[src/sv/tirs_pkg.sv]
package tirs_pkg;

  // Limits and fixed figures of the scan
  localparam int unsigned VERTEX_CAP    = 8192;
  localparam int unsigned SEARCH_WINDOW = 262144;
  localparam int unsigned RUN_FACTOR    = 12;
  localparam int unsigned MIN_VERTICES  = 3;
  localparam int unsigned TRI_CORNERS   = 3;
  localparam int unsigned INDEXED_MIN   = 6;
  localparam int unsigned PATTERN_LEN   = 6;

  // Field widths
  localparam int unsigned VC_W     = 14;
  localparam int unsigned SL_W     = 19;
  localparam int unsigned POS_W    = 18;
  localparam int unsigned WORD_W   = 16;
  localparam int unsigned IDX_W    = 13;
  localparam int unsigned CNT_W    = 17;
  localparam int unsigned DEG_W    = 16;
  localparam int unsigned CFG_IDX_W  = 1;
  localparam int unsigned CFG_DATA_W = 19;

  // Start pattern of an index run, oldest byte first
  localparam logic [7:0] PATTERN [PATTERN_LEN] =
    '{8'h00, 8'h00, 8'h00, 8'h01, 8'h00, 8'h02};

  // Register indexes
  localparam logic [CFG_IDX_W-1:0] REG_VERTEX_COUNT  = 1'b0;
  localparam logic [CFG_IDX_W-1:0] REG_SEARCH_LENGTH = 1'b1;

  // Result kinds
  localparam logic KIND_INDEX   = 1'b0;
  localparam logic KIND_SUMMARY = 1'b1;

  typedef struct packed {
    logic              kind;
    logic [IDX_W-1:0]  index_value;
    logic              found;
    logic [POS_W-1:0]  pattern_offset;
    logic [CNT_W-1:0]  index_count;
    logic [DEG_W-1:0]  degenerate_count;
    logic              indexed;
  } result_t;

  // Up to two results written to the queue in one cycle, first one first
  typedef struct packed {
    logic    first;
    logic    second;
    result_t r0;
    result_t r1;
  } push_t;

endpackage

[src/sv/tirs_if.sv]
interface tirs_byte_if;
  logic       valid;
  logic       ready;
  logic [7:0] data_byte;
  logic       last_byte;
  modport source (output valid, data_byte, last_byte, input ready);
  modport sink   (input valid, data_byte, last_byte, output ready);
endinterface

interface tirs_result_if;
  logic                         valid;
  logic                         ready;
  logic                         kind;
  logic [tirs_pkg::IDX_W-1:0]   index_value;
  logic                         found;
  logic [tirs_pkg::POS_W-1:0]   pattern_offset;
  logic [tirs_pkg::CNT_W-1:0]   index_count;
  logic [tirs_pkg::DEG_W-1:0]   degenerate_count;
  logic                         indexed;
  modport source (output valid, kind, index_value, found, pattern_offset, index_count,
                  degenerate_count, indexed, input ready);
  modport sink   (input valid, kind, index_value, found, pattern_offset, index_count,
                  degenerate_count, indexed, output ready);
endinterface

interface tirs_cfg_if;
  logic                              valid;
  logic                              ready;
  logic [tirs_pkg::CFG_IDX_W-1:0]    index;
  logic [tirs_pkg::CFG_DATA_W-1:0]   data;
  modport source (output valid, index, data, input ready);
  modport sink   (input valid, index, data, output ready);
endinterface

[src/sv/tirs_core.sv]
module tirs_core (
  input  logic                          clk,
  input  logic                          rst,
  input  logic                          step,
  input  logic [7:0]                    data_byte,
  input  logic                          last_byte,
  input  logic [tirs_pkg::VC_W-1:0]     vertex_count,
  input  logic [tirs_pkg::SL_W-1:0]     search_length,
  output tirs_pkg::push_t               push
);

  typedef enum logic [1:0] {PH_SEARCH, PH_RUN, PH_DRAIN} phase_t;

  localparam int unsigned WIN_N = tirs_pkg::PATTERN_LEN - 1;

  phase_t                        phase, phase_next;
  logic [tirs_pkg::POS_W-1:0]    pos, pos_next;
  logic [7:0]                    win [WIN_N];
  logic [7:0]                    win_next [WIN_N];
  logic                          fill, fill_next;
  logic [tirs_pkg::CNT_W-1:0]    cnt, cnt_next;
  logic [1:0]                    mod3, mod3_next;
  logic [tirs_pkg::DEG_W-1:0]    deg, deg_next;
  logic [tirs_pkg::POS_W-1:0]    off, off_next;
  logic [tirs_pkg::IDX_W-1:0]    prev [2];

  logic [tirs_pkg::VC_W-1:0]     vc_eff;
  logic [tirs_pkg::SL_W-1:0]     sl_eff;
  logic [tirs_pkg::CNT_W-1:0]    limit;
  logic                          few;
  logic                          match;
  logic [tirs_pkg::SL_W-1:0]     pos_ext;
  logic [tirs_pkg::WORD_W-1:0]   word;
  logic [tirs_pkg::IDX_W-1:0]    word_idx;
  logic                          too_big;
  logic                          accept_go;
  logic [tirs_pkg::CNT_W-1:0]    cnt_base, cnt_inc;
  logic [1:0]                    mod_base;
  logic [tirs_pkg::DEG_W-1:0]    deg_base;
  logic                          degen;
  logic                          prev_wr;
  logic                          e_idx, e_sum, e_last, sum_found;
  tirs_pkg::result_t             idx_rec, sum_rec;

  // Clamp the registers to the supported range
  assign vc_eff = (vertex_count > tirs_pkg::VC_W'(tirs_pkg::VERTEX_CAP))
                  ? tirs_pkg::VC_W'(tirs_pkg::VERTEX_CAP) : vertex_count;
  assign sl_eff = (search_length > tirs_pkg::SL_W'(tirs_pkg::SEARCH_WINDOW))
                  ? tirs_pkg::SL_W'(tirs_pkg::SEARCH_WINDOW) : search_length;
  assign limit  = tirs_pkg::CNT_W'(vc_eff) * tirs_pkg::CNT_W'(tirs_pkg::RUN_FACTOR);
  assign few    = vc_eff < tirs_pkg::VC_W'(tirs_pkg::MIN_VERTICES);
  assign pos_ext = {1'b0, pos};

  // Pattern sits in the five held bytes plus the incoming one
  assign match = (pos >= tirs_pkg::POS_W'(WIN_N)) && (pos_ext < sl_eff)
              && (win[0] == tirs_pkg::PATTERN[0]) && (win[1] == tirs_pkg::PATTERN[1])
              && (win[2] == tirs_pkg::PATTERN[2]) && (win[3] == tirs_pkg::PATTERN[3])
              && (win[4] == tirs_pkg::PATTERN[4]) && (data_byte == tirs_pkg::PATTERN[5]);

  // Word four bytes old once the new byte is in
  assign word     = {win[0], win[1]};
  assign word_idx = word[tirs_pkg::IDX_W-1:0];
  assign too_big  = word >= tirs_pkg::WORD_W'(vc_eff);
  assign cnt_inc  = cnt_base + tirs_pkg::CNT_W'(1);
  assign degen    = (mod_base == 2'(tirs_pkg::TRI_CORNERS - 1))
                 && ((prev[0] == prev[1]) || (prev[1] == word_idx) || (prev[0] == word_idx));

  // Advance the scan by one byte
  always_comb begin
    phase_next = phase;
    pos_next   = pos;
    fill_next  = fill;
    off_next   = off;
    for (int i = 0; i < WIN_N; i++) win_next[i] = win[i];
    cnt_base   = cnt;
    mod_base   = mod3;
    deg_base   = deg;
    accept_go  = 1'b0;
    e_sum      = 1'b0;
    sum_found  = 1'b0;
    unique case (phase)
      PH_SEARCH: begin
        if (few) begin
          e_sum      = 1'b1;
          phase_next = PH_DRAIN;
        end else begin
          for (int i = 0; i < WIN_N - 1; i++) win_next[i] = win[i+1];
          win_next[WIN_N-1] = data_byte;
          pos_next = pos + tirs_pkg::POS_W'(1);
          if (match) begin
            phase_next = PH_RUN;
            off_next   = pos - tirs_pkg::POS_W'(WIN_N);
            cnt_base   = '0;
            mod_base   = '0;
            deg_base   = '0;
            fill_next  = 1'b0;
            accept_go  = 1'b1;
          end else if (pos_ext + tirs_pkg::SL_W'(1) >= sl_eff) begin
            e_sum      = 1'b1;
            phase_next = PH_DRAIN;
          end
        end
      end
      PH_RUN: begin
        for (int i = 0; i < WIN_N - 1; i++) win_next[i] = win[i+1];
        win_next[WIN_N-1] = data_byte;
        fill_next = ~fill;
        accept_go = fill;
      end
      PH_DRAIN: begin
      end
      default: begin
      end
    endcase

    cnt_next  = cnt_base;
    mod3_next = mod_base;
    deg_next  = deg_base;
    e_idx     = 1'b0;
    prev_wr   = 1'b0;
    if (accept_go) begin
      if (too_big) begin
        e_sum      = 1'b1;
        sum_found  = 1'b1;
        phase_next = PH_DRAIN;
      end else begin
        e_idx     = 1'b1;
        prev_wr   = 1'b1;
        cnt_next  = cnt_inc;
        mod3_next = (mod_base == 2'(tirs_pkg::TRI_CORNERS - 1))
                    ? 2'd0 : mod_base + 2'd1;
        deg_next  = deg_base + tirs_pkg::DEG_W'(degen);
        if (cnt_inc >= limit) begin
          e_sum      = 1'b1;
          sum_found  = 1'b1;
          phase_next = PH_DRAIN;
        end
      end
    end

    // A run still open at end of stream closes with its summary
    e_last = last_byte && (phase_next == PH_RUN);
    if (e_last) sum_found = 1'b1;
  end

  // Build the two result records
  always_comb begin
    idx_rec             = '0;
    idx_rec.kind        = tirs_pkg::KIND_INDEX;
    idx_rec.index_value = word_idx;
    sum_rec             = '0;
    sum_rec.kind        = tirs_pkg::KIND_SUMMARY;
    if (sum_found) begin
      sum_rec.found            = 1'b1;
      sum_rec.pattern_offset   = off_next;
      sum_rec.index_count      = cnt_next;
      sum_rec.degenerate_count = deg_next;
      sum_rec.indexed          = cnt_next >= tirs_pkg::CNT_W'(tirs_pkg::INDEXED_MIN);
    end
  end

  assign push.first  = step && (e_idx || e_sum || e_last);
  assign push.second = step && e_idx && (e_sum || e_last);
  assign push.r0     = e_idx ? idx_rec : sum_rec;
  assign push.r1     = sum_rec;

  // Hold scan state; the last byte rearms everything
  always_ff @(posedge clk) begin
    if (rst) begin
      phase <= PH_SEARCH;
      pos   <= '0;
      for (int i = 0; i < WIN_N; i++) win[i] <= '0;
      fill  <= 1'b0;
      cnt   <= '0;
      mod3  <= '0;
      deg   <= '0;
      off   <= '0;
    end else if (step) begin
      if (last_byte) begin
        phase <= PH_SEARCH;
        pos   <= '0;
        for (int i = 0; i < WIN_N; i++) win[i] <= '0;
        fill  <= 1'b0;
        cnt   <= '0;
        mod3  <= '0;
        deg   <= '0;
        off   <= '0;
      end else begin
        phase <= phase_next;
        pos   <= pos_next;
        for (int i = 0; i < WIN_N; i++) win[i] <= win_next[i];
        fill  <= fill_next;
        cnt   <= cnt_next;
        mod3  <= mod3_next;
        deg   <= deg_next;
        off   <= off_next;
      end
    end
  end

  // Keep the last two corners of the open triangle
  always_ff @(posedge clk) begin
    if (step && prev_wr) begin
      prev[0] <= prev[1];
      prev[1] <= word_idx;
    end
  end

endmodule

[src/sv/tirs_outq.sv]
module tirs_outq (
  input  logic               clk,
  input  logic               rst,
  input  tirs_pkg::push_t    push,
  output logic               room,
  output logic               valid,
  input  logic               ready,
  output tirs_pkg::result_t  head
);

  localparam int unsigned DEPTH = 4;

  tirs_pkg::result_t mem [DEPTH];
  logic [1:0]        wr_ptr, rd_ptr;
  logic [2:0]        count, count_next;
  logic              pop;

  assign valid = count != 3'd0;
  assign head  = mem[rd_ptr];
  assign pop   = valid && ready;
  // Space for the two results one byte can cause
  assign room  = count <= 3'(DEPTH - 2);

  assign count_next = count + 3'(push.first) + 3'(push.second) - 3'(pop);

  // Advance pointers and count
  always_ff @(posedge clk) begin
    if (rst) begin
      wr_ptr <= '0;
      rd_ptr <= '0;
      count  <= '0;
    end else begin
      wr_ptr <= wr_ptr + 2'(push.first) + 2'(push.second);
      rd_ptr <= rd_ptr + 2'(pop);
      count  <= count_next;
    end
  end

  // Store results in arrival order
  always_ff @(posedge clk) begin
    if (push.first) mem[wr_ptr] <= push.r0;
    if (push.second) mem[wr_ptr + 2'd1] <= push.r1;
  end

endmodule

[src/sv/triangle_index_run_scanner.sv]
// Channel | Dir | Payload                                          | Request
// src     | in  | data_byte, last_byte                             | one stream byte
// res     | out | kind, index_value, found, pattern_offset,        | one result
//         |     | index_count, degenerate_count, indexed           |
// cfg     | in  | index (0 vertex_count, 1 search_length), data    | one register write
//
// One byte is taken per cycle while the queue has room; the scan is combinational from
// the input register into a four-entry result queue, so throughput is one byte per cycle
// while results drain. A byte that yields an index and a summary fills two queue entries;
// intake pauses when fewer than two entries are free. A byte passes through the input
// register and the queue before its first result is offered. Synchronous reset clears the
// scan state and the queue; registers return to 8192 and 262144. cfg is always ready.
module triangle_index_run_scanner (
  input logic           clk,
  input logic           rst,
  tirs_byte_if.sink     src,
  tirs_result_if.source res,
  tirs_cfg_if.sink      cfg
);

  logic                          in_valid;
  logic [7:0]                    in_byte;
  logic                          in_last;
  logic                          room;
  logic                          step;
  logic [tirs_pkg::VC_W-1:0]     vertex_count;
  logic [tirs_pkg::SL_W-1:0]     search_length;
  tirs_pkg::push_t               push;
  tirs_pkg::result_t             head;

  assign step      = in_valid && room;
  assign src.ready = !in_valid || step;
  assign cfg.ready = 1'b1;

  // Hold the input request until the queue has space
  always_ff @(posedge clk) begin
    if (rst) begin
      in_valid <= 1'b0;
    end else if (src.ready) begin
      in_valid <= src.valid;
    end
  end

  always_ff @(posedge clk) begin
    if (src.valid && src.ready) begin
      in_byte <= src.data_byte;
      in_last <= src.last_byte;
    end
  end

  // Register writes
  always_ff @(posedge clk) begin
    if (rst) begin
      vertex_count  <= tirs_pkg::VC_W'(tirs_pkg::VERTEX_CAP);
      search_length <= tirs_pkg::SL_W'(tirs_pkg::SEARCH_WINDOW);
    end else if (cfg.valid) begin
      unique case (cfg.index)
        tirs_pkg::REG_VERTEX_COUNT:  vertex_count  <= cfg.data[tirs_pkg::VC_W-1:0];
        tirs_pkg::REG_SEARCH_LENGTH: search_length <= cfg.data;
        default: begin
        end
      endcase
    end
  end

  tirs_core u_core (
    .clk           (clk),
    .rst           (rst),
    .step          (step),
    .data_byte     (in_byte),
    .last_byte     (in_last),
    .vertex_count  (vertex_count),
    .search_length (search_length),
    .push          (push)
  );

  tirs_outq u_outq (
    .clk   (clk),
    .rst   (rst),
    .push  (push),
    .room  (room),
    .valid (res.valid),
    .ready (res.ready),
    .head  (head)
  );

  assign res.kind             = head.kind;
  assign res.index_value      = head.index_value;
  assign res.found            = head.found;
  assign res.pattern_offset   = head.pattern_offset;
  assign res.index_count      = head.index_count;
  assign res.degenerate_count = head.degenerate_count;
  assign res.indexed          = head.indexed;

  // Two results from one byte always come as a pair
  a_pair_order: assert property (@(posedge clk) disable iff (rst)
    push.second |-> push.first && push.r0.kind == tirs_pkg::KIND_INDEX
                   && push.r1.kind == tirs_pkg::KIND_SUMMARY)
    else $error("second result without an index before it");

  // A not-found summary carries no run figures
  a_notfound_zero: assert property (@(posedge clk) disable iff (rst)
    (res.valid && res.kind == tirs_pkg::KIND_SUMMARY && !res.found)
      |-> res.index_count == '0 && res.pattern_offset == '0 && res.degenerate_count == '0)
    else $error("not-found summary carries run figures");

  // The indexed flag follows the index count
  a_indexed: assert property (@(posedge clk) disable iff (rst)
    (res.valid && res.kind == tirs_pkg::KIND_SUMMARY)
      |-> res.indexed == (res.index_count >= tirs_pkg::CNT_W'(tirs_pkg::INDEXED_MIN)))
    else $error("indexed flag disagrees with index count");

  // The queue is empty straight after reset
  a_reset_empty: assert property (@(posedge clk) rst |=> !res.valid)
    else $error("result offered straight after reset");

endmodule

[src/flat_wrapper.sv]
// flat-port wrapper written by rule: the top's interface ports become plain ports
module triangle_index_run_scanner_flat 
  (clk, rst, src_valid, src_data_byte, src_last_byte, src_ready, res_valid, res_kind, res_index_value, res_found, res_pattern_offset, res_index_count, res_degenerate_count, res_indexed, res_ready, cfg_valid, cfg_index, cfg_data, cfg_ready);
  tirs_byte_if src_i ();
  tirs_result_if res_i ();
  tirs_cfg_if cfg_i ();
  input logic clk;
  input logic rst;
  input wire logic [$bits(src_i.valid)-1:0] src_valid;
  input wire logic [$bits(src_i.data_byte)-1:0] src_data_byte;
  input wire logic [$bits(src_i.last_byte)-1:0] src_last_byte;
  output wire logic [$bits(src_i.ready)-1:0] src_ready;
  output wire logic [$bits(res_i.valid)-1:0] res_valid;
  output wire logic [$bits(res_i.kind)-1:0] res_kind;
  output wire logic [$bits(res_i.index_value)-1:0] res_index_value;
  output wire logic [$bits(res_i.found)-1:0] res_found;
  output wire logic [$bits(res_i.pattern_offset)-1:0] res_pattern_offset;
  output wire logic [$bits(res_i.index_count)-1:0] res_index_count;
  output wire logic [$bits(res_i.degenerate_count)-1:0] res_degenerate_count;
  output wire logic [$bits(res_i.indexed)-1:0] res_indexed;
  input wire logic [$bits(res_i.ready)-1:0] res_ready;
  input wire logic [$bits(cfg_i.valid)-1:0] cfg_valid;
  input wire logic [$bits(cfg_i.index)-1:0] cfg_index;
  input wire logic [$bits(cfg_i.data)-1:0] cfg_data;
  output wire logic [$bits(cfg_i.ready)-1:0] cfg_ready;
  assign src_i.valid = src_valid;
  assign src_i.data_byte = src_data_byte;
  assign src_i.last_byte = src_last_byte;
  assign src_ready = src_i.ready;
  assign res_valid = res_i.valid;
  assign res_kind = res_i.kind;
  assign res_index_value = res_i.index_value;
  assign res_found = res_i.found;
  assign res_pattern_offset = res_i.pattern_offset;
  assign res_index_count = res_i.index_count;
  assign res_degenerate_count = res_i.degenerate_count;
  assign res_indexed = res_i.indexed;
  assign res_i.ready = res_ready;
  assign cfg_i.valid = cfg_valid;
  assign cfg_i.index = cfg_index;
  assign cfg_i.data = cfg_data;
  assign cfg_ready = cfg_i.ready;
  triangle_index_run_scanner u_core (.clk(clk), .rst(rst), .src(src_i), .res(res_i), .cfg(cfg_i));
endmodule
[config.mk]
export PLATFORM = sky130hd
export DESIGN_NAME = triangle_index_run_scanner_flat
export DESIGN_NICKNAME = d
export VERILOG_FILES = /design/src/sv/tirs_pkg.sv /design/src/sv/tirs_if.sv /design/src/sv/tirs_core.sv /design/src/sv/tirs_outq.sv /design/src/sv/triangle_index_run_scanner.sv /design/src/flat_wrapper.sv
export SDC_FILE = /design/constraint.sdc
export NUM_CORES = 1
export LEC_CHECK = 0
export BUFFER_PORTS_ARGS = -buffer_cell sky130_fd_sc_hd__clkbuf_2
export CAP_MARGIN = 5
export CELL_PAD_IN_SITES_DETAIL_PLACEMENT = 1
export CELL_PAD_IN_SITES_GLOBAL_PLACEMENT = 1
export CORE_MARGIN = 1.5
export CORE_UTILIZATION = 43
export DETAILED_ROUTE_END_ITERATION = 6
export PLACE_DENSITY_LB_ADDON = 0.08
export SETUP_SLACK_MARGIN = 0.1
export SLEW_MARGIN = 20
export SYNTH_ARGS = -nofsm -noshare
export SYNTH_HDL_FRONTEND = slang
export SYNTH_HIERARCHICAL = 1
export SYNTH_SLANG_ARGS = --single-unit
[constraint.sdc]
create_clock -name clk -period 38.2 [get_ports clk]
set_input_delay 5.73 -clock clk [delete_from_list [all_inputs] [get_ports clk]]
set_output_delay 5.73 -clock clk [all_outputs]
set_load 0.005 [all_outputs]
==> impl_metrics.env, run 1 <==
export IMPL_drive_gt1_frac=0.2728
export IMPL_cts_resized=0
export IMPL_drcViolationCount=0
export IMPL_synth_edff_count=343
export IMPL_pre_cts_slack_ns=28.39
export IMPL_synthArstFlopShare=0
export IMPL_fill_cells=6147
export IMPL_path_buf_inv=6
export IMPL_drv_slew=0
export IMPL_final_area_um2=28720
export IMPL_antenna_found_initial=0
export IMPL_syn_area_per_cell_um2=11.99
export IMPL_ys_flop_type="edfxtp_1"
export IMPL_ys_types=87
export IMPL_drv_cap=0
export IMPL_vias=17260
export IMPL_grt_pass1_vias=18820
export IMPL_yosys_warnings=6
export IMPL_seq_area_frac_synth=0.4854
export IMPL_start_util=0.4374
export IMPL_startpoint_type="flop"
export IMPL_layout_min_cycle_time_ns=9.891
export IMPL_timing_fmax_mhz=101.1
export IMPL_ir_drop_mv=0.03777
export IMPL_rows=89
export IMPL_p_sw_frac=0.2609
export IMPL_rsz0062_at_grt="no"
export IMPL_syn2layout_area_growth_pct=10.63
export IMPL_cts_setup_buffers=0
export IMPL_cp_data_required_time_ns=38.55
export IMPL_hold_ws_ns=0.4435
export IMPL_cts_tree="built"
export IMPL_cpPeakStageDelay_ns=0.84
export IMPL_hold_viol_final=0
export IMPL_p_switching_uw=325.1
export IMPL_synth_cells=2166
export IMPL_cp_slowest_cell="buf_4"
export IMPL_critPathMaxFanout=57
export IMPL_worst_slew_pin_slew_ns=1.048
export IMPL_clkPwrFrac=0.404
export IMPL_cts_num_sinks=458
export IMPL_clk_insertion_delay_late_ns=0.62
export IMPL_min_period_over_period=0.2589
export IMPL_cts_inserted_buffers=53
export IMPL_drt_iter0_markers=819
export IMPL_grt_usage=0.2306
export IMPL_setup_slack_ns=28.31
export IMPL_routed_wl_mm=70.82
export IMPL_seqPwrFrac=0.458
export IMPL_final_setup_tns_ns=0
export IMPL_wl_per_cell_um=23.33
export IMPL_leakagePower_uw=0.01095
export IMPL_cp_arrival_ns=10.24
export IMPL_skew_ns=0.02723
export IMPL_ant_nets=0
export IMPL_setup_viol=0
export IMPL_powerDensity_nw_per_um2=43.39
export IMPL_hp_class="reg2reg"
export IMPL_grt_ovfl_total=0
export IMPL_grt_max_degree=58
export IMPL_drt_pass1_iter_count=5
export IMPL_path_delay_family="compound AO/OA/AOI/OAI gates"
export IMPL_status="finished clean"
export IMPL_total_power_uw=1246
export IMPL_routed_via_density=5.684
export IMPL_maxSlewHeadroom=0.3015
export IMPL_core_area_um2=59350
export IMPL_die_x_um=248.7
export IMPL_power_frac_comb=0.138
export IMPL_placement_io_buffers=102
export IMPL_internal_power_uw=921.0
export IMPL_ioPinCount=104
export IMPL_crit_path_end_kind="flop"
export IMPL_dieArea_um2=61860
export IMPL_crit_top_cell="buf_4"
export IMPL_clk_path_buf_depth=3
export IMPL_synth_area_um2=25960
export IMPL_place_area_um2=27000
export IMPL_cts_max_level=2
export IMPL_final_common_cell="edfxtp_1"
export IMPL_path_class="reg2reg"
export IMPL_layout_common_cells="343 x edfxtp_1, 269 x mux2_2, 163 x nor2_1"
export IMPL_nets=2352
export IMPL_clk_pin_slew_worst_paths_ns=0.06
export IMPL_synth_seq_cells=458
export IMPL_grt_pass1_wl_mm=111.2
export IMPL_die_y_um=248.7
export IMPL_hpwl_mm=46.75
export IMPL_place_congestion=0.8418
export IMPL_postCtsHoldBufs=0
export IMPL_cts_root_buffer="clkbuf_16"
-- per-stage QoR --
stage,util,std cells
after CTS,0.4836,3034
final,0.4839,3036
after detailed placement,0.4549,2936
after floorplan,-,2178
after global placement,0.4543,2934
after global routing,0.4839,3035
-- final cells by class --
class                           count  area, um2  area share
Clock inverter                     28      272.8    0.009496
Tap cell                          773      967.2     0.03367
Sequential cell                   458      12610      0.4390
Multi-Input combinational cell   1527      12500      0.4352
Antenna cell                        1      2.502  0.00008712
Timing Repair Buffer              132      763.2     0.02657
Clock buffer                       70       1431     0.04983
Inverter                           47      176.4    0.006142
-- power groups by stage --
stage	logic (uW)	clock network, uW	registers, uW
detailed placement	175	0	582
global route	188	534	574
global placement	173	0	582
floorplan	121	0	565
finish	172	504	570
CTS	176	517	572
-- cell families after synthesis --
family                   Yosys count  synth area share
AO/OA/AOI/OAI                    264           0.06207
flip-flops                       458            0.4854
buffers and inverters            193           0.03769
adder cells (fa/ha/maj)           99           0.04887
other                              3         0.0004337
AND/OR/NAND/NOR                  652            0.1350
multiplexers                     366            0.1864
XOR/XNOR                         131           0.04419
-- synthesized netlist by cell type, drive strengths merged (12+ instances only) --
master / count / area, um2
nand2: 143 / 551.8
o31ai: 12 / 103.9
o21a: 12 / 90.09
mux2: 269 / 3029
xnor2: 74 / 648.1
mux4: 67 / 1509
nand3b: 16 / 132.6
nor2: 169 / 639.4
nand3: 37 / 200.2
and2: 73 / 456.7
nand4: 29 / 196.4
buf: 95 / 609.3
nor2b: 17 / 108.9
xor2: 57 / 499.2
nand2b: 45 / 281.5
and3: 24 / 155.1
clkbuf: 51 / 192.7
dfxtp: 115 / 2302
mux2i: 30 / 300.3
nor3: 37 / 291.5
a21oi: 76 / 387.9
o21ai: 105 / 529.3
nor4: 34 / 259.0
ha: 95 / 1189
edfxtp: 343 / 10300
inv: 46 / 172.7
-- per-layer routing --
metal	wire length, um	share of wire	global-route usage
met3	1943	0.027	0.02936
met2	36540	0.52	0.4179
met1	31110	0.44	0.2924
met5	0	0	0
met4	1228	0.017	0.05153
-- worst paths after layout --
path                                                           start                            endpoint  slack, ns  cells after the start
worst max-delay path            u_core/search_length[0]$_SDFFE_PP0P_  u_core/u_outq/mem[2][36]$_DFFE_PP_      28.31                     34
worst max register to register  u_core/search_length[0]$_SDFFE_PP0P_  u_core/u_outq/mem[2][36]$_DFFE_PP_      28.31                     34
worst min-delay path               u_core/u_core/off[2]$_SDFFE_PP0P_   u_core/u_core/off[2]$_SDFFE_PP0P_       0.44                      2
worst min register to register     u_core/u_core/off[2]$_SDFFE_PP0P_   u_core/u_core/off[2]$_SDFFE_PP0P_       0.44                      2
-- worst reg2reg max path, delay by kind of cell, from the launching register on --
kind / cells / cell delay (ns)
AO/OA/AOI/OAI: 10 / 2.82
AND/OR/NAND/NOR: 13 / 2.64
buffers and inverters: 6 / 2.32
adder cells (fa/ha/maj): 3 / 0.88
multiplexers: 1 / 0.51
flip-flops: 1 / 0.31
XOR/XNOR: 1 / 0.16
-- flip-flops by register name, indices dropped and copies added, names as in the netlist, 2 cells and up --
| signal | cells |
|---|---|
| u_core/u_core/prev | 26 |
| u_core/u_core/mod3 | 2 |
| u_core/u_core/deg | 16 |
| u_core/in_byte | 8 |
| u_core/u_core/phase | 2 |
| u_core/u_core/pos | 18 |
| u_core/u_outq/mem | 268 |
| u_core/u_outq/wr_ptr | 2 |
| u_core/u_outq/count | 3 |
| u_core/vertex_count | 14 |
| u_core/u_core/cnt | 17 |
| u_core/u_outq/rd_ptr | 2 |
| u_core/search_length | 19 |
| u_core/u_core/off | 18 |
| u_core/u_core/win | 40 |
(Power assumes the default switching activity.)
==> inputs of run 2 (changes only) <==
Clock period 38.2 ns to 8.55 ns, I/O delays scaled along.
==> run 2 against run 1 <==
Register-to-register slack got worse by 28 ns; critical path depth increased by 2; first-iteration DRC count decreased by 2.7%; final area increased by 0.79%; global-route usage decreased by 0.27 points; critical endpoint is now u_core/u_outq/count[2]$_SDFF_PP0_; highest routed layer unchanged; via count shrank 0.88%.
==> impl_metrics.env, run 2 (same netlist as run 1, synthesis figures left out) <==
export IMPL_cts_tree="built"
export IMPL_path_class="reg2reg"
export IMPL_hold_viol_final=0
export IMPL_drcViolationCount=0
export IMPL_min_period_over_period=0.9201
export IMPL_drt_pass1_iter_count=5
export IMPL_routed_via_density=5.617
export IMPL_critPathMaxFanout=7
export IMPL_rows=89
export IMPL_ioPinCount=104
export IMPL_rsz0062_at_grt="no"
export IMPL_core_area_um2=59350
export IMPL_cpPeakStageDelay_ns=0.58
export IMPL_syn2layout_area_growth_pct=11.51
export IMPL_layout_common_cells="343 x edfxtp_1, 269 x mux2_2, 162 x nor2_1"
export IMPL_grt_pass1_wl_mm=109.9
export IMPL_reg2regPathDepth=36
export IMPL_cts_num_sinks=458
export IMPL_nets=2363
export IMPL_antenna_found_initial=1
export IMPL_grt_ovfl_total=0
export IMPL_clk_insertion_delay_late_ns=0.61
export IMPL_drv_cap=0
export IMPL_antenna_cells=0
export IMPL_cts_root_buffer="clkbuf_16"
export IMPL_crit_path_end_kind="flop"
export IMPL_crit_top_cell="ha_1"
export IMPL_maxSlewHeadroom=0.3103
export IMPL_setup_viol=0
export IMPL_largest_register_ffs=268
export IMPL_leakagePower_uw=0.01102
export IMPL_place_congestion=0.8238
export IMPL_layout_min_cycle_time_ns=7.867
export IMPL_cp_slowest_cell="or4_1"
export IMPL_reg_top3="u_core/u_outq/mem: 268 flops, u_core/u_core/win: 40 flops, u_core/u_core/prev: 26 flops"
export IMPL_hp_class="reg2reg"
export IMPL_reg2reg_slack_ns=0.68
export IMPL_grt_max_degree=79
export IMPL_hpwl_mm=47.68
export IMPL_wl_per_cell_um=23.16
export IMPL_pre_cts_slack_ns=0.3319
export IMPL_final_setup_tns_ns=0
export IMPL_dieArea_um2=61860
export IMPL_final_common_cell="edfxtp_1"
export IMPL_die_y_um=248.7
export IMPL_vias=17110
export IMPL_top_register="u_core/u_outq/mem"
export IMPL_setup_slack_ns=0.6833
export IMPL_cts_max_level=2
export IMPL_grt_pass1_vias=18590
export IMPL_drv_slew=0
export IMPL_startpoint_type="flop"
export IMPL_start_util=0.4374
export IMPL_powerDensity_nw_per_um2=191.6
export IMPL_placement_io_buffers=102
export IMPL_timing_fmax_mhz=127.1
export IMPL_routed_wl_mm=70.52
export IMPL_worst_slew_pin_slew_ns=1.035
export IMPL_status="finished clean"
export IMPL_drt_iter0_markers=797
export IMPL_ir_drop_mv=0.1311
export IMPL_hold_path_depth=2
export IMPL_grt_usage=0.2278
export IMPL_die_x_um=248.7
export IMPL_clk_path_buf_depth=3
export IMPL_drive_gt1_frac=0.2764
export IMPL_cp_arrival_ns=8.33
export IMPL_fill_cells=6188
export IMPL_cp_data_required_time_ns=9.01
export IMPL_ant_nets=0
export IMPL_cts_inserted_buffers=51
export IMPL_clk_pin_slew_worst_paths_ns=0.06
export IMPL_skew_ns=0.01813
[run 2: cell types whose count changed in the layout (fill, tap and decap cells not counted), sizes merged]
| cell | change |
|---|---|
| buf | +13 |
| clkbuf | -7 |
| bufinv | +2 |
| clkinvlp | +2 |
| diode | -1 |
[run 2: layer usage]
metal / track usage / routed length [um] / up-vias
li1: - / - / 8080
met1: 0.2856 / 30940 / 8728
met2: 0.4149 / 36310 / 205
met3: 0.02947 / 1888 / 92
met4: 0.05434 / 1379 / 0
met5: 0 / 0 / -
[run 2: area by class of cell]
| cell class | count | area, um2 | area share |
|---|---|---|---|
| Tap cell | 773 | 967.2 | 0.03341 |
| Clock inverter | 32 | 321.6 | 0.01111 |
| Inverter | 47 | 176.4 | 0.006094 |
| Sequential cell | 458 | 12610 | 0.4356 |
| Clock buffer | 63 | 1343 | 0.04637 |
| Timing Repair Buffer | 145 | 974.7 | 0.03367 |
| Multi-Input combinational cell | 1527 | 12560 | 0.4338 |
[run 2: where the power goes]
| group | switching, uW | internal [uW] | leakage [uW] |
|---|---|---|---|
| registers | 112 | 2440 | 0.00438 |
| logic | 387 | 377 | 0.00585 |
| clock network | 934 | 1290 | 0.000798 |
[run 2: what timing repair did]
| item | CTS | global route |
|---|---|---|
| setup endpoints to repair | 0 | 471 |
| gates resized for setup | 0 | 8 |
| hold buffers | 0 | 0 |
| setup buffers | 0 | 3 |
[run 2: path summary, 6_finish.rpt]
check / startpoint / endpoint
setup / recovery: u_core/search_length[0]$_SDFFE_PP0P_ / u_core/u_outq/count[2]$_SDFF_PP0_
hold / removal: u_core/u_core/off[2]$_SDFFE_PP0P_ / u_core/u_core/off[2]$_SDFFE_PP0P_
setup reg to reg: u_core/search_length[0]$_SDFFE_PP0P_ / u_core/u_outq/count[2]$_SDFF_PP0_
hold reg to reg: u_core/u_core/off[2]$_SDFFE_PP0P_ / u_core/u_core/off[2]$_SDFFE_PP0P_
[run 2: worst max-delay path: cells and delay by family (launching register included)]
kind                       cells  cell delay [ns]
AOI/OAI and AO/OA             10             2.24
xor gates and xnor gates       2             0.31
adders and majority gates      6             1.88
buffers and inverters          5             0.55
DFF                            1             0.33
and+or+nand+nor               13             2.41
[run 2: per-stage QoR]
stage / utilization / instance area (um2) / cells / hold WS, ns / power, uW
detailed placement: 0.4584 / 27210 / 2946 / 0.4411 / 3383
floorplan: - / 26070 / 2178 / 0.4153 / 3065
CTS: 0.4865 / 28870 / 3041 / 0.4592 / 5625
global placement: 0.4584 / 27210 / 2946 / 0.4277 / 3370
global route: 0.4878 / 28950 / 3045 / 0.4828 / 5763
finish: 0.4878 / 28950 / 3045 / 0.4527 / 5548
==> inputs of run 3 (changes only) <==
Clock period 8.55 ns to 7.7 ns, I/O delays scaled along.
==> run 3 against run 2 <==
Sequential share of layout area fell by 0.23 points; combinational power rose by 12%; total power rose by 9.7%; register-to-register slack got worse by 0.25 ns; worst hold slack barely moved; clock power rose by 8%; die area did not move; utilization rose by 0.26 points; final area rose by 0.54%; first-iteration DRC count fell by 4.0%; largest cell class is now multi-input gates; highest routed layer unchanged.
==> impl_metrics.env, run 3 (same netlist as run 1, synthesis figures left out) <==
export IMPL_routed_via_density=5.633
export IMPL_fill_cells=6166
export IMPL_layout_common_cells="343 x edfxtp_1, 269 x mux2_2, 161 x nor2_1"
export IMPL_drt_pass1_iter_count=5
export IMPL_grt_max_degree=65
export IMPL_drv_slew=0
export IMPL_pre_cts_slack_ns=0.2046
export IMPL_min_period_over_period=0.9433
export IMPL_dieArea_um2=61860
export IMPL_dp_cells=2949
export IMPL_clk_pin_slew_worst_paths_ns=0.06
export IMPL_layout_min_cycle_time_ns=7.263
export IMPL_drcViolationCount=0
export IMPL_grt_pass1_vias=18760
export IMPL_critPathMaxFanout=7
export IMPL_r2r_end="u_core/u_outq/count[2]$_SDFF_PP0_"
export IMPL_rsz0062_at_grt="yes"
export IMPL_path_delay_family="simple AND/OR/NAND/NOR gates"
export IMPL_drv_cap=0
export IMPL_place_area_um2=27320
export IMPL_cts_inserted_buffers=52
export IMPL_dr_wl_met3_mm=2.038
export IMPL_die_x_um=248.7
export IMPL_min_delay_start="u_core/u_core/off[10]$_SDFFE_PP0P_"
export IMPL_hold_path_depth=2
export IMPL_top_register="u_core/u_outq/mem"
export IMPL_antenna_found_initial=0
export IMPL_setup_viol=0
export IMPL_cpPeakStageDelay_ns=0.55
export IMPL_core_area_um2=59350
export IMPL_routed_wl_mm=70.35
export IMPL_wl_met2_mm=35.46
export IMPL_postCtsHoldBufs=0
export IMPL_grt_ovfl_total=0
export IMPL_hold_viol_final=0
export IMPL_fin_cells=3054
export IMPL_clk_path_buf_depth=3
export IMPL_die_y_um=248.7
export IMPL_cp_slowest_cell="or4_4"
export IMPL_hp_class="reg2reg"
export IMPL_powerDensity_nw_per_um2=209.1
export IMPL_setup_slack_ns=0.4365
export IMPL_vias=17200
export IMPL_cts_root_buffer="clkbuf_16"
export IMPL_ant_nets=0
export IMPL_syn2layout_area_growth_pct=12.11
export IMPL_largest_register_ffs=268
export IMPL_grt_usage=0.2296
export IMPL_maxSlewHeadroom=0.3386
export IMPL_placement_io_buffers=102
export IMPL_reg2reg_slack_ns=0.44
export IMPL_cts_max_level=2
export IMPL_drt_met1_wl_mm=31.07
export IMPL_status="finished clean"
export IMPL_cp_arrival_ns=7.74
export IMPL_start_util=0.4374
export IMPL_cp_data_required_time_ns=8.18
export IMPL_antenna_cells=0
export IMPL_reg2regPathDepth=36
export IMPL_final_common_cell="edfxtp_1"
export IMPL_clk_insertion_delay_late_ns=0.62
export IMPL_wl_per_cell_um=23.04
export IMPL_ir_drop_mv=0.1497
export IMPL_rows=89
export IMPL_crit_path_end_kind="flop"
export IMPL_crit_top_cell="ha_1"
export IMPL_worst_slew_pin_slew_ns=0.9884
export IMPL_drive_gt1_frac=0.2867
export IMPL_hold_end="u_core/u_core/off[10]$_SDFFE_PP0P_"
export IMPL_timing_fmax_mhz=137.7
export IMPL_grt_pass1_wl_mm=110.8
export IMPL_reg_top3="u_core/u_outq/mem: 268 flops, u_core/u_core/win: 40 flops, u_core/u_core/prev: 26 flops"
export IMPL_path_class="reg2reg"
export IMPL_hpwl_mm=47.23
export IMPL_worst_r2r_startpoint="u_core/search_length[3]$_SDFFE_PP0P_"
export IMPL_nets=2370
export IMPL_skew_ns=0.04608
export IMPL_place_congestion=0.8296
export IMPL_startpoint_type="flop"
export IMPL_path_buf_inv=5
export IMPL_ioPinCount=104
export IMPL_cts_tree="built"
export IMPL_cts_num_sinks=458
export IMPL_final_area_um2=29110
export IMPL_drt_iter0_markers=765
export IMPL_leakagePower_uw=0.01106
export IMPL_maxUsedRoutingLayer="met4"
run 3: cell count changes in the layout (fill, tap and decap cells not counted), sizes merged:
cell,change
clkinvlp,+1
inv,+1
clkbuf,+2
buf,+6
bufinv,-4
clkinv,+3
run 3: tightest hold or removal path, cell delays in order, from the launching register on:
cell	delay, ns
dfxtp_1	0.32
nand2_1	0.04
o21ai_0	0.06
run 3: per-layer routing:
metal / vias to the layer above / track usage
li1: 8105 / -
met1: 8766 / 0.2927
met2: 237 / 0.4070
met3: 96 / 0.02706
met4: 0 / 0.07117
met5: - / 0
run 3: final cells by class:
class / instances / area [um2] / share of cell area
Sequential cell: 458 / 12610 / 0.4333
Tap cell: 773 / 967.2 / 0.03323
Timing Repair Buffer: 151 / 1060 / 0.03641
Multi-Input combinational cell: 1527 / 12650 / 0.4346
Clock buffer: 65 / 1401 / 0.04814
Clock inverter: 33 / 239.0 / 0.008210
Inverter: 47 / 178.9 / 0.006147
run 3: worst max path at each step:
stage	cells after the start	to	from
2_1_floorplan	33	u_core/u_outq/mem[0][0]$_DFFE_PP_	u_core/search_length[3]$_SDFFE_PP0P_
3_3_place_gp	32	u_core/u_outq/mem[1][12]$_DFFE_PP_	u_core/search_length[13]$_SDFFE_PP0P_
3_5_place_dp	36	u_core/u_outq/count[2]$_SDFF_PP0_	u_core/search_length[5]$_SDFFE_PP0P_
4_1_cts	36	u_core/u_outq/count[2]$_SDFF_PP0_	u_core/search_length[5]$_SDFFE_PP0P_
5_1_grt	36	u_core/u_outq/count[2]$_SDFF_PP0_	u_core/search_length[3]$_SDFFE_PP0P_
6_report	36	u_core/u_outq/count[2]$_SDFF_PP0_	u_core/search_length[3]$_SDFFE_PP0P_
run 3: repair_timing:
action	CTS	global route
endpoints found under the setup margin	0	538
setup buffers	0	6
resized for setup	0	14
run 3: metrics by stage:
step,utilization,total power (uW),setup TNS [ns],hold WS (ns)
after global routing,0.4904,6343,0,0.4764
final,0.4904,6086,0,0.4526
after detailed placement,0.4603,3755,0,0.4422
after global placement,0.4603,3747,0,0.4282
after floorplan,-,3404,-20.31,0.4153
after CTS,0.4880,6178,0,0.4524
run 3: power by group:
part | switching [uW] | internal (uW)
Sequential | 124 | 2710
Clock | 1040 | 1360
Combinational | 432 | 420
Total | 1590 | 4490
